<file path="src/sv/gedd_pkg.sv">
// Package for the gray error-diffusion dither unit: payload structs, register
// indexes, sizes (shared by front and back) and the back's arithmetic helpers.
// No dependencies.
package gedd_pkg;

    localparam int MAX_LINE  = 1024;
    localparam int POS_W     = $clog2(MAX_LINE);
    localparam int ERR_W     = 9;
    localparam int LEN_W     = 11;
    localparam int CNT_W     = 16;
    localparam int LIMIT_W   = 8;
    localparam int CFG_IDX_W = 2;
    localparam int CFG_DAT_W = 16;

    localparam int Q_DEPTH   = 4;
    localparam int Q_PTR_W   = 2;
    localparam int OUT_DEPTH = 4;
    localparam int OUT_PTR_W = 2;

    // Register indexes of the configuration port.
    localparam logic [CFG_IDX_W-1:0] REG_LINE_LENGTH = 2'd0;
    localparam logic [CFG_IDX_W-1:0] REG_LINE_COUNT  = 2'd1;
    localparam logic [CFG_IDX_W-1:0] REG_BLACK_LIMIT = 2'd2;

    // Gray weights and the reciprocal of 1000 (exact for sums below 2^18).
    localparam int SUM_W = 18;
    localparam logic [SUM_W-1:0] WEIGHT_RED   = 18'd299;
    localparam logic [SUM_W-1:0] WEIGHT_GREEN = 18'd587;
    localparam logic [SUM_W-1:0] WEIGHT_BLUE  = 18'd114;
    localparam logic [SUM_W-1:0] GRAY_ROUND   = 18'd500;
    localparam int RECIP_W     = 19;
    localparam int RECIP_SHIFT = 28;
    localparam logic [RECIP_W-1:0] RECIP_1000 = 19'd268436;

    typedef struct packed {
        logic [7:0] red;
        logic [7:0] green;
        logic [7:0] blue;
    } pixel_t;

    typedef struct packed {
        logic white;
        logic image_end;
    } result_t;

    // One classified pixel travelling from the front to the back.
    typedef struct packed {
        logic [7:0]       gray;
        logic [POS_W-1:0] pos;
        logic             first_line;
        logic             first_pix;
        logic             image_end;
    } item_t;

    // Quarter of an error, truncated toward zero.
    function automatic logic signed [ERR_W-1:0] div4_trunc(input logic signed [ERR_W-1:0] x);
        logic signed [ERR_W-1:0] adj;
        adj = x + (x[ERR_W-1] ? 9'sd3 : 9'sd0);
        return adj >>> 2;
    endfunction

    // Three eighths of an error, truncated toward zero.
    function automatic logic signed [ERR_W-1:0] mul3div8_trunc(
        input logic signed [ERR_W-1:0] x);
        logic signed [ERR_W+1:0] ext;
        logic signed [ERR_W+1:0] t;
        logic signed [ERR_W+1:0] q;
        ext = {{2{x[ERR_W-1]}}, x};
        t   = (ext <<< 1) + ext;
        t   = t + (t[ERR_W+1] ? 11'sd7 : 11'sd0);
        q   = t >>> 3;
        return q[ERR_W-1:0];
    endfunction

    // Add a signed error term to a level and clamp the result to 0..255.
    function automatic logic [7:0] add_clamp(input logic [7:0] lvl,
                                             input logic signed [ERR_W-1:0] d);
        logic signed [ERR_W:0] s;
        s = $signed({2'b00, lvl}) + $signed({d[ERR_W-1], d});
        if (s[ERR_W])
            return 8'd0;
        else if (s[ERR_W-1])
            return 8'd255;
        else
            return s[7:0];
    endfunction

endpackage

</file>
<file path="src/sv/gedd_front.sv">
// Front part of the dither unit: takes pixels, tracks line and image position
// and reduces each pixel to gray. Depends on gedd_pkg.
module gedd_front
    import gedd_pkg::*;
(
    input  logic              clk,
    input  logic              rst_n,
    input  logic              push,
    output logic              full,
    input  pixel_t            pixel,
    input  logic              restart,
    input  logic [POS_W-1:0]  len_last,
    input  logic [CNT_W-1:0]  cnt_last,
    output logic              item_valid,
    input  logic              item_ready,
    output item_t             item
);

    logic [POS_W-1:0] inner_reg, inner_next;
    logic [CNT_W-1:0] outer_reg, outer_next;
    logic             valid_reg, valid_next;
    logic [SUM_W-1:0] sum_reg;
    logic [POS_W-1:0] pos_reg;
    logic             first_line_reg;
    logic             first_pix_reg;
    logic             end_reg;

    logic                           accept;
    logic                           last_pix;
    logic                           last_line;
    logic [SUM_W-1:0]               sum;
    logic [SUM_W+RECIP_W-1:0]       prod;

    assign full      = valid_reg && !item_ready;
    assign accept    = push && !full;
    assign last_pix  = (inner_reg == len_last);
    assign last_line = (outer_reg == cnt_last);

    assign sum = WEIGHT_RED * SUM_W'(pixel.red) + WEIGHT_GREEN * SUM_W'(pixel.green)
               + WEIGHT_BLUE * SUM_W'(pixel.blue) + GRAY_ROUND;

    always_comb
    begin
        inner_next = inner_reg;
        outer_next = outer_reg;
        valid_next = valid_reg;
        if (accept)
        begin
            valid_next = 1'b1;
            if (last_pix)
            begin
                inner_next = '0;
                outer_next = last_line ? '0 : outer_reg + 1'b1;
            end
            else
            begin
                inner_next = inner_reg + 1'b1;
            end
        end
        else if (item_ready)
        begin
            valid_next = 1'b0;
        end
        if (restart)
        begin
            inner_next = '0;
            outer_next = '0;
        end
    end

    always_ff @(posedge clk or negedge rst_n)
    begin
        if (!rst_n)
        begin
            inner_reg <= '0;
            outer_reg <= '0;
            valid_reg <= 1'b0;
        end
        else
        begin
            inner_reg <= inner_next;
            outer_reg <= outer_next;
            valid_reg <= valid_next;
        end
    end

    always_ff @(posedge clk)
    begin
        if (accept)
        begin
            sum_reg        <= sum;
            pos_reg        <= inner_reg;
            first_line_reg <= (outer_reg == '0);
            first_pix_reg  <= (inner_reg == '0);
            end_reg        <= last_pix && last_line;
        end
    end

    // Division by 1000 as a multiplication by its scaled reciprocal.
    assign prod = SUM_W'(sum_reg) * RECIP_1000;

    assign item_valid      = valid_reg;
    assign item.gray       = prod[RECIP_SHIFT +: 8];
    assign item.pos        = pos_reg;
    assign item.first_line = first_line_reg;
    assign item.first_pix  = first_pix_reg;
    assign item.image_end  = end_reg;

endmodule

</file>
<file path="config.mk">
export PLATFORM = sky130hd
export DESIGN_NAME = gedd_front
export DESIGN_NICKNAME = d
export VERILOG_FILES = /design/src/sv/gedd_pkg.sv /design/src/sv/gedd_front.sv
export SDC_FILE = /design/constraint.sdc
export NUM_CORES = 1
export LEC_CHECK = 0
export BUFFER_PORTS_ARGS = -buffer_cell sky130_fd_sc_hd__buf_2
export CORE_MARGIN = 2
export CORE_UTILIZATION = 25
export CTS_BUF_LIST = sky130_fd_sc_hd__clkbuf_4
export DETAILED_ROUTE_END_ITERATION = 7
export GPL_TIMING_DRIVEN = 0
export PLACE_DENSITY = 0.42
export SYNTH_ARGS = -nofsm -noshare
export SYNTH_HDL_FRONTEND = slang
export SYNTH_SLANG_ARGS = --single-unit
</file>
<file path="constraint.sdc">
create_clock -name clk -period 5.1 [get_ports clk]
set_clock_uncertainty 0.2 [all_clocks]
set_input_delay 0.765 -clock clk [delete_from_list [all_inputs] [get_ports clk]]
set_output_delay 0.765 -clock clk [all_outputs]
set_load 0.05 [all_outputs]
</file>
==> results.yml <==
cells_and_area:
  layout_common_cells: "inv_1 (256), ha_1 (215), fa_1 (112)"
  fin_util_pct: 31.83
  fillers: 4488
  largest_reg_flops: 18
  layout.cells.most_common: "inv_1"
  areaGrowthSynthToFinish_pct: 26.20
  multiInputGateArea_um2: 8905
  fin_nets: 1694
  drive_gt1_share_pct: 24.74
  ff_latch_area_um2: 1607
critical_path:
  cp-end-kind: "flop"
  startpoint_type: "input port"
  worstPathRequired_ps: 5120
  arrival_ps: 6290
  cp_max_fo: 3
  crit_slowest_cell: "fa_1"
  reg2reg_to: "outer_reg[9]"
  critPathTopFamily: "adder cells"
  path_class: "input port to flop"
  rrSetupSlack_ps: 2280
  max_stage_delay_ps: 530
  crit_path_end: "sum_reg[17]"
  critical_path.startpoint: "pixel[0]"
  path_depth: 26
  crit_top_cell: "ha_4"
  worstRegToRegCells: 8
  critPathBufInv: 7
  reg2reg_from: "outer_reg[6]"
synth:
  synth_top_family_by_area: "adder cells"
  synth-adder-area-share_pct: 52.16
  syn_nets: 1544
  avgSynthCellArea_um2: 9.746
  synth_warnings: 0
  yosysSeqAreaShare_pct: 14.85
  synth-seq-cells: 58
  synth-main-ff-cell: "edfxtp_1"
  synth_enable_flop_cells: 31
  synth_top_cell_by_area: "ha_1"
  synth.area.top_cells: "ha_1 (30%), fa_1 (22%), inv_1 (9.6%), edfxtp_1 (8.6%), dfrtp_1 (6.2%)"
  synth_compound_area_share_pct: 8.015
  synth.area.mux_share_pct: 0.2082
  synth_cells: 1110
  yosys.area_share.simple_pct: 8.547
  ys_types: 56
  netlist.area_leader.share_pct: 29.96
  syn_area_um2: 10820
  synth_xor_area_share_pct: 5.251
  postSynth.asyncResetShare_pct: 46.55
clocking:
  cts_max_path_buffers: 2
  clk_pin_slew_worst_paths_ps: 130
  cts-htree-levels: 3
  hold_buffers: 0
  clock_latency_ps: 450
  clockRootBuffer: "clkbuf_4"
  cts_buffers: 9
  numClockSinks: 58
  cts_tree: "built"
grt:
  grt_pass1_vias: 8210
  grt_pass1_wl_um: 41720
  grtUsageTotal_pct: 11.82
  overflow: 0
  grt_max_degree: 28
  grt_antenna_before_repair: 2
sta:
  layout_setup_ws_ps: -1169
  slew_headroom_pct: 44.42
  finalHoldViolations: 0
  slew_viol_final: 0
  worst_slew_pin_slew_ps: 826.9
  layout_min_cycle_time_ps: 6269
  rsz0062_at_grt: "true"
  setup_viol: 20
  fin_crit_sh_pct: 122.9
  max_freq_mhz: 159.5
route:
  wl_per_cell_um: 13.73
  wl_um: 25420
  postRouteAntennaNets: 0
  drc: 0
  num_vias: 7792
  via_per_inst: 4.207
  first_pass_iters: 4
  drt-initial-drc-count: 220
placement:
  gp_congestion: 0.7838
  pre_cts_slack_ps: -2057
  portBuffers: 76
  dp_hpwl_um: 20720
die:
  chipHeight_um: 212.0
  die_w_um: 212.0
  std_cell_rows: 76
  pin_count: 78
  initial_core_util_pct: 25.22
  core-area_um2: 42890
  die_area_um2: 44950
status:
  status: "finished, violations left"
  violations: "negative setup slack"
hold_path:
  hold_class: "input port to async pin"
job:
  drv_cap: 0
-- synthesized netlist by cell type, drive strengths merged (3+ instances only) --
cell type / number
inv: 277
ha: 259
fa: 120
a21oi: 59
xnor2: 50
nand2: 40
edfxtp: 31
dfrtp: 27
o21ai: 26
nor2: 20
a21o: 19
buf: 16
nand3: 16
nor3: 16
xor2: 14
and3: 11
nand4: 10
nor4: 10
o21bai: 10
or3b: 8
and2: 7
clkbuf: 7
a31oi: 4
and4: 4
nand2b: 4
o211ai: 4
o21a: 4
or3: 4
or4: 4
a211oi: 3
nand3b: 3
or2: 3
-- per-layer routing --
metal  track usage (%)  vias up  routed length [um]
li1                  -     3936                   -
met1             15.89     3772               12380
met5                 0        -                   0
met3             1.019       15                 443
met2             20.43       69               12320
met4             2.987        0                 280
-- final cells by class --
cell class,instances,share of cell area [%]
Sequential cell,58,11.77
Tap cell,585,5.362
Clock buffer,9,0.4949
Buffer,21,0.9623
Clock inverter,7,0.9165
Antenna cell,2,0.03666
Timing Repair Buffer,141,7.616
Multi-Input combinational cell,752,65.23
Inverter,277,7.616
-- worst register-to-register path, cell delays in order, from the launching register on --
cell and delay, ps:
dfrtp_1 370, buf_2 180, xnor2_1 160, nand4_1 200, nor4_2 790, clkbuf_1 460, o21ai_0 170, nand2_1 110
a21oi_1 60
-- kinds of logic (layout without fill, tap and decap cells) --
logic type / count (synthesis) / after routing
multiplexers: 2 / 2
AND/OR/NAND/NOR: 165 / 165
AO/OA/AOI/OAI: 142 / 142
XOR/XNOR: 64 / 64
adder cells (fa/ha/maj): 379 / 379
buffers and inverters: 300 / 455
other: 0 / 2
flip-flops: 58 / 58
-- worst min path at each step --
stage / start / end / slack [ps]
after global routing: rst_n / outer_reg[14] / 130
after floorplan: inner_reg[2] / pos_reg[2] / 220
after detailed placement: inner_reg[3] / pos_reg[3] / 240
after global placement: inner_reg[3] / pos_reg[3] / 230
final: rst_n / item_valid / 140
after CTS: rst_n / item_valid / 120
-- stage by stage --
step                cell area [um2]  std cells  hold slack [ps]  TNS, ps
floorplan                     11150       1110            219.6   -13480
global placement              12260       1771            225.6   -24240
detailed placement            12290       1772            238.9   -24620
CTS                           13370       1842            120.5   -17350
global route                  13650       1852            130.2   -20470
finish                        13650       1852            136.3   -17240
-- timing repair --
item	in CTS	in global routing
gates resized for setup	95	46
setup endpoints to repair	20	20
setup buffers	55	12
pin swaps	70	60
Power is left out: the tool's default activity adds up to more than one toggle a clock period on the data nets, which glitch-free logic cannot reach.
