[src/sv/gedd_pkg.sv]
// Package for the gray error-diffusion dither unit: payload structs, register
// indexes, sizes (shared by front and back) and the back's arithmetic helpers.
// No dependencies.
package gedd_pkg;

    localparam int MAX_LINE  = 1024;
    localparam int POS_W     = $clog2(MAX_LINE);
    localparam int ERR_W     = 9;
    localparam int LEN_W     = 11;
    localparam int CNT_W     = 16;
    localparam int LIMIT_W   = 8;
    localparam int CFG_IDX_W = 2;
    localparam int CFG_DAT_W = 16;

    localparam int Q_DEPTH   = 4;
    localparam int Q_PTR_W   = 2;
    localparam int OUT_DEPTH = 4;
    localparam int OUT_PTR_W = 2;

    // Register indexes of the configuration port.
    localparam logic [CFG_IDX_W-1:0] REG_LINE_LENGTH = 2'd0;
    localparam logic [CFG_IDX_W-1:0] REG_LINE_COUNT  = 2'd1;
    localparam logic [CFG_IDX_W-1:0] REG_BLACK_LIMIT = 2'd2;

    // Gray weights and the reciprocal of 1000 (exact for sums below 2^18).
    localparam int SUM_W = 18;
    localparam logic [SUM_W-1:0] WEIGHT_RED   = 18'd299;
    localparam logic [SUM_W-1:0] WEIGHT_GREEN = 18'd587;
    localparam logic [SUM_W-1:0] WEIGHT_BLUE  = 18'd114;
    localparam logic [SUM_W-1:0] GRAY_ROUND   = 18'd500;
    localparam int RECIP_W     = 19;
    localparam int RECIP_SHIFT = 28;
    localparam logic [RECIP_W-1:0] RECIP_1000 = 19'd268436;

    typedef struct packed {
        logic [7:0] red;
        logic [7:0] green;
        logic [7:0] blue;
    } pixel_t;

    typedef struct packed {
        logic white;
        logic image_end;
    } result_t;

    // One classified pixel travelling from the front to the back.
    typedef struct packed {
        logic [7:0]       gray;
        logic [POS_W-1:0] pos;
        logic             first_line;
        logic             first_pix;
        logic             image_end;
    } item_t;

    // Quarter of an error, truncated toward zero.
    function automatic logic signed [ERR_W-1:0] div4_trunc(input logic signed [ERR_W-1:0] x);
        logic signed [ERR_W-1:0] adj;
        adj = x + (x[ERR_W-1] ? 9'sd3 : 9'sd0);
        return adj >>> 2;
    endfunction

    // Three eighths of an error, truncated toward zero.
    function automatic logic signed [ERR_W-1:0] mul3div8_trunc(
        input logic signed [ERR_W-1:0] x);
        logic signed [ERR_W+1:0] ext;
        logic signed [ERR_W+1:0] t;
        logic signed [ERR_W+1:0] q;
        ext = {{2{x[ERR_W-1]}}, x};
        t   = (ext <<< 1) + ext;
        t   = t + (t[ERR_W+1] ? 11'sd7 : 11'sd0);
        q   = t >>> 3;
        return q[ERR_W-1:0];
    endfunction

    // Add a signed error term to a level and clamp the result to 0..255.
    function automatic logic [7:0] add_clamp(input logic [7:0] lvl,
                                             input logic signed [ERR_W-1:0] d);
        logic signed [ERR_W:0] s;
        s = $signed({2'b00, lvl}) + $signed({d[ERR_W-1], d});
        if (s[ERR_W])
            return 8'd0;
        else if (s[ERR_W-1])
            return 8'd255;
        else
            return s[7:0];
    endfunction

endpackage

[src/sv/gedd_queue.sv]
// Short queue of classified pixels between the front and the back.
// Depends on gedd_pkg.
module gedd_queue
    import gedd_pkg::*;
(
    input  logic  clk,
    input  logic  rst_n,
    input  logic  wr_valid,
    output logic  wr_ready,
    input  item_t wr_item,
    output logic  rd_valid,
    input  logic  rd_pop,
    output item_t rd_item
);

    item_t              slots_reg [Q_DEPTH];
    logic [Q_PTR_W-1:0] wr_ptr_reg, wr_ptr_next;
    logic [Q_PTR_W-1:0] rd_ptr_reg, rd_ptr_next;
    logic [Q_PTR_W:0]   count_reg, count_next;
    logic               do_wr;
    logic               do_rd;

    assign wr_ready = (count_reg != Q_PTR_W'(0) + (Q_PTR_W+1)'(Q_DEPTH));
    assign rd_valid = (count_reg != '0);
    assign rd_item  = slots_reg[rd_ptr_reg];
    assign do_wr    = wr_valid && wr_ready;
    assign do_rd    = rd_pop && rd_valid;

    always_comb
    begin
        wr_ptr_next = do_wr ? wr_ptr_reg + 1'b1 : wr_ptr_reg;
        rd_ptr_next = do_rd ? rd_ptr_reg + 1'b1 : rd_ptr_reg;
        count_next  = count_reg + (Q_PTR_W+1)'(do_wr) - (Q_PTR_W+1)'(do_rd);
    end

    always_ff @(posedge clk or negedge rst_n)
    begin
        if (!rst_n)
        begin
            wr_ptr_reg <= '0;
            rd_ptr_reg <= '0;
            count_reg  <= '0;
        end
        else
        begin
            wr_ptr_reg <= wr_ptr_next;
            rd_ptr_reg <= rd_ptr_next;
            count_reg  <= count_next;
        end
    end

    always_ff @(posedge clk)
    begin
        if (do_wr)
            slots_reg[wr_ptr_reg] <= wr_item;
    end

endmodule

[config.mk]
export PLATFORM = sky130hd
export DESIGN_NAME = gedd_queue
export DESIGN_NICKNAME = d
export VERILOG_FILES = /design/src/sv/gedd_pkg.sv /design/src/sv/gedd_queue.sv
export SDC_FILE = /design/constraint.sdc
export NUM_CORES = 1
export LEC_CHECK = 0
export ABC_CLOCK_PERIOD_IN_PS = 2750
export BUFFER_PORTS_ARGS = -buffer_cell sky130_fd_sc_hd__buf_2
export CORE_AREA = 2 2 109 101
export CTS_CLUSTER_SIZE = 30
export DETAILED_ROUTE_END_ITERATION = 8
export DIE_AREA = 0 0 111 103
export PLACE_DENSITY_LB_ADDON = 0.15
export SYNTH_ARGS = -nofsm -noshare
export SYNTH_HDL_FRONTEND = slang
export SYNTH_SLANG_ARGS = --single-unit
[constraint.sdc]
create_clock -name clk -period 2.75 [get_ports clk]
set_clock_uncertainty 0.2 [all_clocks]
set_input_delay 0 -clock clk [delete_from_list [all_inputs] [get_ports clk]]
set_output_delay 0 -clock clk [all_outputs]
set_load 0.05 [all_outputs]
==> tab_implementation.tex <==
\begin{tabular}{lr}
\hline
Metric & Value \\
\hline
\multicolumn{2}{l}{\textbf{Clocking}} \\
Post\_cts resized & 0 \\
Post-CTS setup-driven buffer insertion count & 0 \\
Root Driver & clkbuf\_16 \\
Max clock buf depth & 2 \\
Num CTS Buffers & 9 \\
Number of buffers inserted by hold repair at cts & 25 \\
Clock tree sinks & 91 \\
Clock-pin slew of the registers on the worst-case setup and hold paths & about 0.06 ns \\
Clock tree from TritonCTS & yes \\
Worst-skew pair later-pin latency & between 0.3 and 0.4 ns \\
H-tree levels & 3 \\
\multicolumn{2}{l}{\textbf{STA}} \\
Worst slew margin & 0.665 \\
Highest clock rate & $\sim$420 MHz \\
Hold slack & 0.221 ns \\
Min Tclk post-route & 2.36 ns \\
Final Hold Violating Endpoints & 0 \\
Unrepaired setup endpoints after global routing & no \\
Final count of negative-setup-slack endpoints & 0 \\
Least-Margin Pin Slew & around 0.5 ns \\
Total Negative Setup Slacks & 0 ns \\
Max Transition Viols Final & 0 \\
Period utilisation layout & 0.858 \\
\multicolumn{2}{l}{\textbf{Die}} \\
Placement Rows & 36 \\
Die boundary height & 103 um \\
Area of the core region & around 10,000 um2 \\
Effective utilization at floorplan & 0.340 \\
IO Pins & 48 \\
Die outline area & 11,400 um2 \\
Chip Width & 111 um \\
\multicolumn{2}{l}{\textbf{Logic synthesis}} \\
Biggest area contributors in the synthesized netlist & edfxtp\_1 (71\%), mux4\_2 (11\%), dfrtp\_1 (5.0\%) \\
Syn\_nets & 183 \\
Sequential area share after synthesis & 0.763 \\
Count of cell types in the netlist & 21 \\
Yosys warning total & 0 \\
Post-synthesis instance area & around 3500 um2 \\
Count of mapped cells out of synthesis & between 150 and 200 \\
Synth top area share & 0.714 \\
\#FFs+latches synth & 91 \\
Synth Area per Inst & 23.4 um2 \\
Library cell occupying the most area in the post-synthesis netlist & edfxtp\_1 \\
\multicolumn{2}{l}{\textbf{Power}} \\
Pwr dens & roughly 1200 nW/um2 \\
Worst IR drop on VDD & 0.000476 V \\
Clock share of power & 0.251 \\
Comb pwr share & 0.388 \\
Switching Share & 0.368 \\
Leakage & 1.64 nW \\
Switching Power & about 2 mW \\
Power Internal & approximately 3.4 mW \\
Proportion of power drawn by flip-flops and latches & 0.362 \\
\multicolumn{2}{l}{\textbf{GRT}} \\
Number of antenna violations at the first check in global routing & 0 \\
Wire length of the first global-routing pass & between 10 and 15 mm \\
GRT Overall Usage & 0.121 \\
Vias in the first global route & approximately 1.9k \\
Largest net degree at the start of global routing & 24 \\
Overflow left after global routing & 0 \\
\multicolumn{2}{l}{\textbf{Worst setup path}} \\
Critical path cell sequence & o31a\_1, ha\_1, inv\_1, ha\_1, inv\_1, fa\_1, xnor2\_1, xnor2\_1 \\
Worst flop-to-flop path startpoint & count\_reg[1]\$\_DFF\_PN0\_ \\
Critical-path top delay cell & dfrtp\_1 \\
Crit path from & count\_reg[1]\$\_DFF\_PN0\_ \\
Critical path startpoint category & flop \\
Start-to-end type of the worst setup path & reg2reg \\
Worst Path Required & 2.75 ns \\
Critical path arrival & 2.36 ns \\
Delay of the slowest critical-path stage & between 0.4 and 0.5 ns \\
Maximum fanout along the worst path & 8 \\
Nature of the critical path endpoint & flop \\
\multicolumn{2}{l}{\textbf{Detailed routing}} \\
Vias per cell & roughly 4.6 \\
Final wirelength & 6.48 mm \\
DRT Pass-1 Iters & 4 \\
Number of nets with antenna violations after routing & 0 \\
Total via count after detailed routing & about 1.7k \\
Routed WL per cell & 17.3 um \\
DRC marker count from the first detailed-route iteration & a little over 60 \\
Count of unresolved DRC violations after routing & 0 \\
\multicolumn{2}{l}{\textbf{Flow run}} \\
Max-Cap Viols & 0 \\
\multicolumn{2}{l}{\textbf{Placement}} \\
Count of buffers from port buffering & 47 \\
Routability-driven placement congestion ratio & 0.703 \\
Placed insts & 333 \\
HPWL after detailed placement & between 4 and 5 mm \\
\multicolumn{2}{l}{\textbf{Cells and area}} \\
Layout overhead on the synthesized area & 29.2\% \\
Post-layout nets & 268 \\
Most used cells in the layout excluding fill and tap cells & edfxtp\_1 (84), buf\_2 (47), dlygate4sd3\_1 (25), mux4\_2 (18), clkbuf\_16 (9) \\
Fin cells & about 370 \\
Most frequent standard cell in the layout excluding fill and tap cells & edfxtp\_1 \\
Layout cells sized above 1 & 0.365 \\
Final antenna diode count & 0 \\
Max FFs per register & 84 \\
\multicolumn{2}{l}{\textbf{Run status}} \\
Status & complete, no violations \\
\multicolumn{2}{l}{\textbf{Min path}} \\
Hold/Removal Path Class & in2reg \\
Worst hold start & wr\_item[18] \\
\hline
\end{tabular}
==> cells in the mapped netlist <==
library cell / instances
o211ai_1: 2
dfrtp_1: 7
o311ai_0: 1
and3b_1: 4
buf_6: 1
nand2_1: 1
buf_12: 2
nor3b_2: 1
xnor2_1: 3
o31a_1: 1
inv_1: 6
ha_1: 6
mux4_1: 3
xor2_1: 1
or3_1: 1
buf_2: 2
fa_1: 1
mux4_2: 18
nand4bb_1: 2
nand2b_1: 4
edfxtp_1: 84
==> worst paths after layout <==
check	end	slack [ns]	cells past startpoint
hold reg to reg	rd_ptr_reg[1]$_DFFE_PN0P_	0.27	1
setup / recovery	count_reg[2]$_DFF_PN0_	0.39	8
setup reg to reg	count_reg[2]$_DFF_PN0_	0.39	8
hold / removal	slots_reg[1][18]$_DFFE_PP_	0.22	2
max in group asynchronous	count_reg[0]$_DFF_PN0_	1.68	3
min in group asynchronous	rd_ptr_reg[0]$_DFFE_PN0P_	0.43	3
==> power groups by stage <==
stage	clock [mW]	sequential, mW	combinational (mW)
CTS	1.40	1.97	2.16
detailed placement	0	1.99	2.12
floorplan	0	1.96	1.66
global placement	0	1.97	2.09
finish	1.36	1.96	2.11
global route	1.45	1.99	2.25
==> area by class of cell <==
class | instances | area [um2]
clock inverters | 7 | 115
flip-flops and latches | 91 | 2700
fillers | 913 | 5840
inverters | 6 | 22.5
multi-input cells | 49 | 752
well taps | 133 | 166
clock buffers | 9 | 225
repair buffers | 79 | 588
==> cell families after synthesis <==
logic type | after synthesis | synth area share
AO/OA/AOI/OAI | 4 | 0.00921
XOR/XNOR | 4 | 0.00992
adder cells (fa/ha/maj) | 7 | 0.0269
buffers and inverters | 11 | 0.0237
flip-flops | 91 | 0.763
multiplexers | 21 | 0.137
AND/OR/NAND/NOR | 13 | 0.0297
==> critical path: cells and delay by family (launching register included) <==
kind                     cells  cell delay [ns]
buffers and inverters        2             0.11
XOR/XNOR                     2             0.28
flip-flops                   1             0.49
AO/OA/AOI/OAI                1             0.38
adder cells (fa/ha/maj)      3             0.79
==> metrics by stage <==
step | total power [mW] | util | instance area, um2 | worst slack, ns
finish | 5.43 | 0.439 | 4570 | 0.390
global placement | 4.06 | 0.382 | 3980 | 0.493
detailed placement | 4.12 | 0.382 | 3980 | 0.402
floorplan | 3.62 | - | 3530 | 0.451
CTS | 5.52 | 0.439 | 4570 | 0.380
global route | 5.69 | 0.439 | 4570 | 0.276
==> per-layer routing <==
layer / routed length (um) / track usage
met1: 2810 / 0.147
met4: 67 / 0.0433
met5: 0 / 0
met2: 3310 / 0.210
met3: 297 / 0.0335
Power figures use the tool's default switching activity.
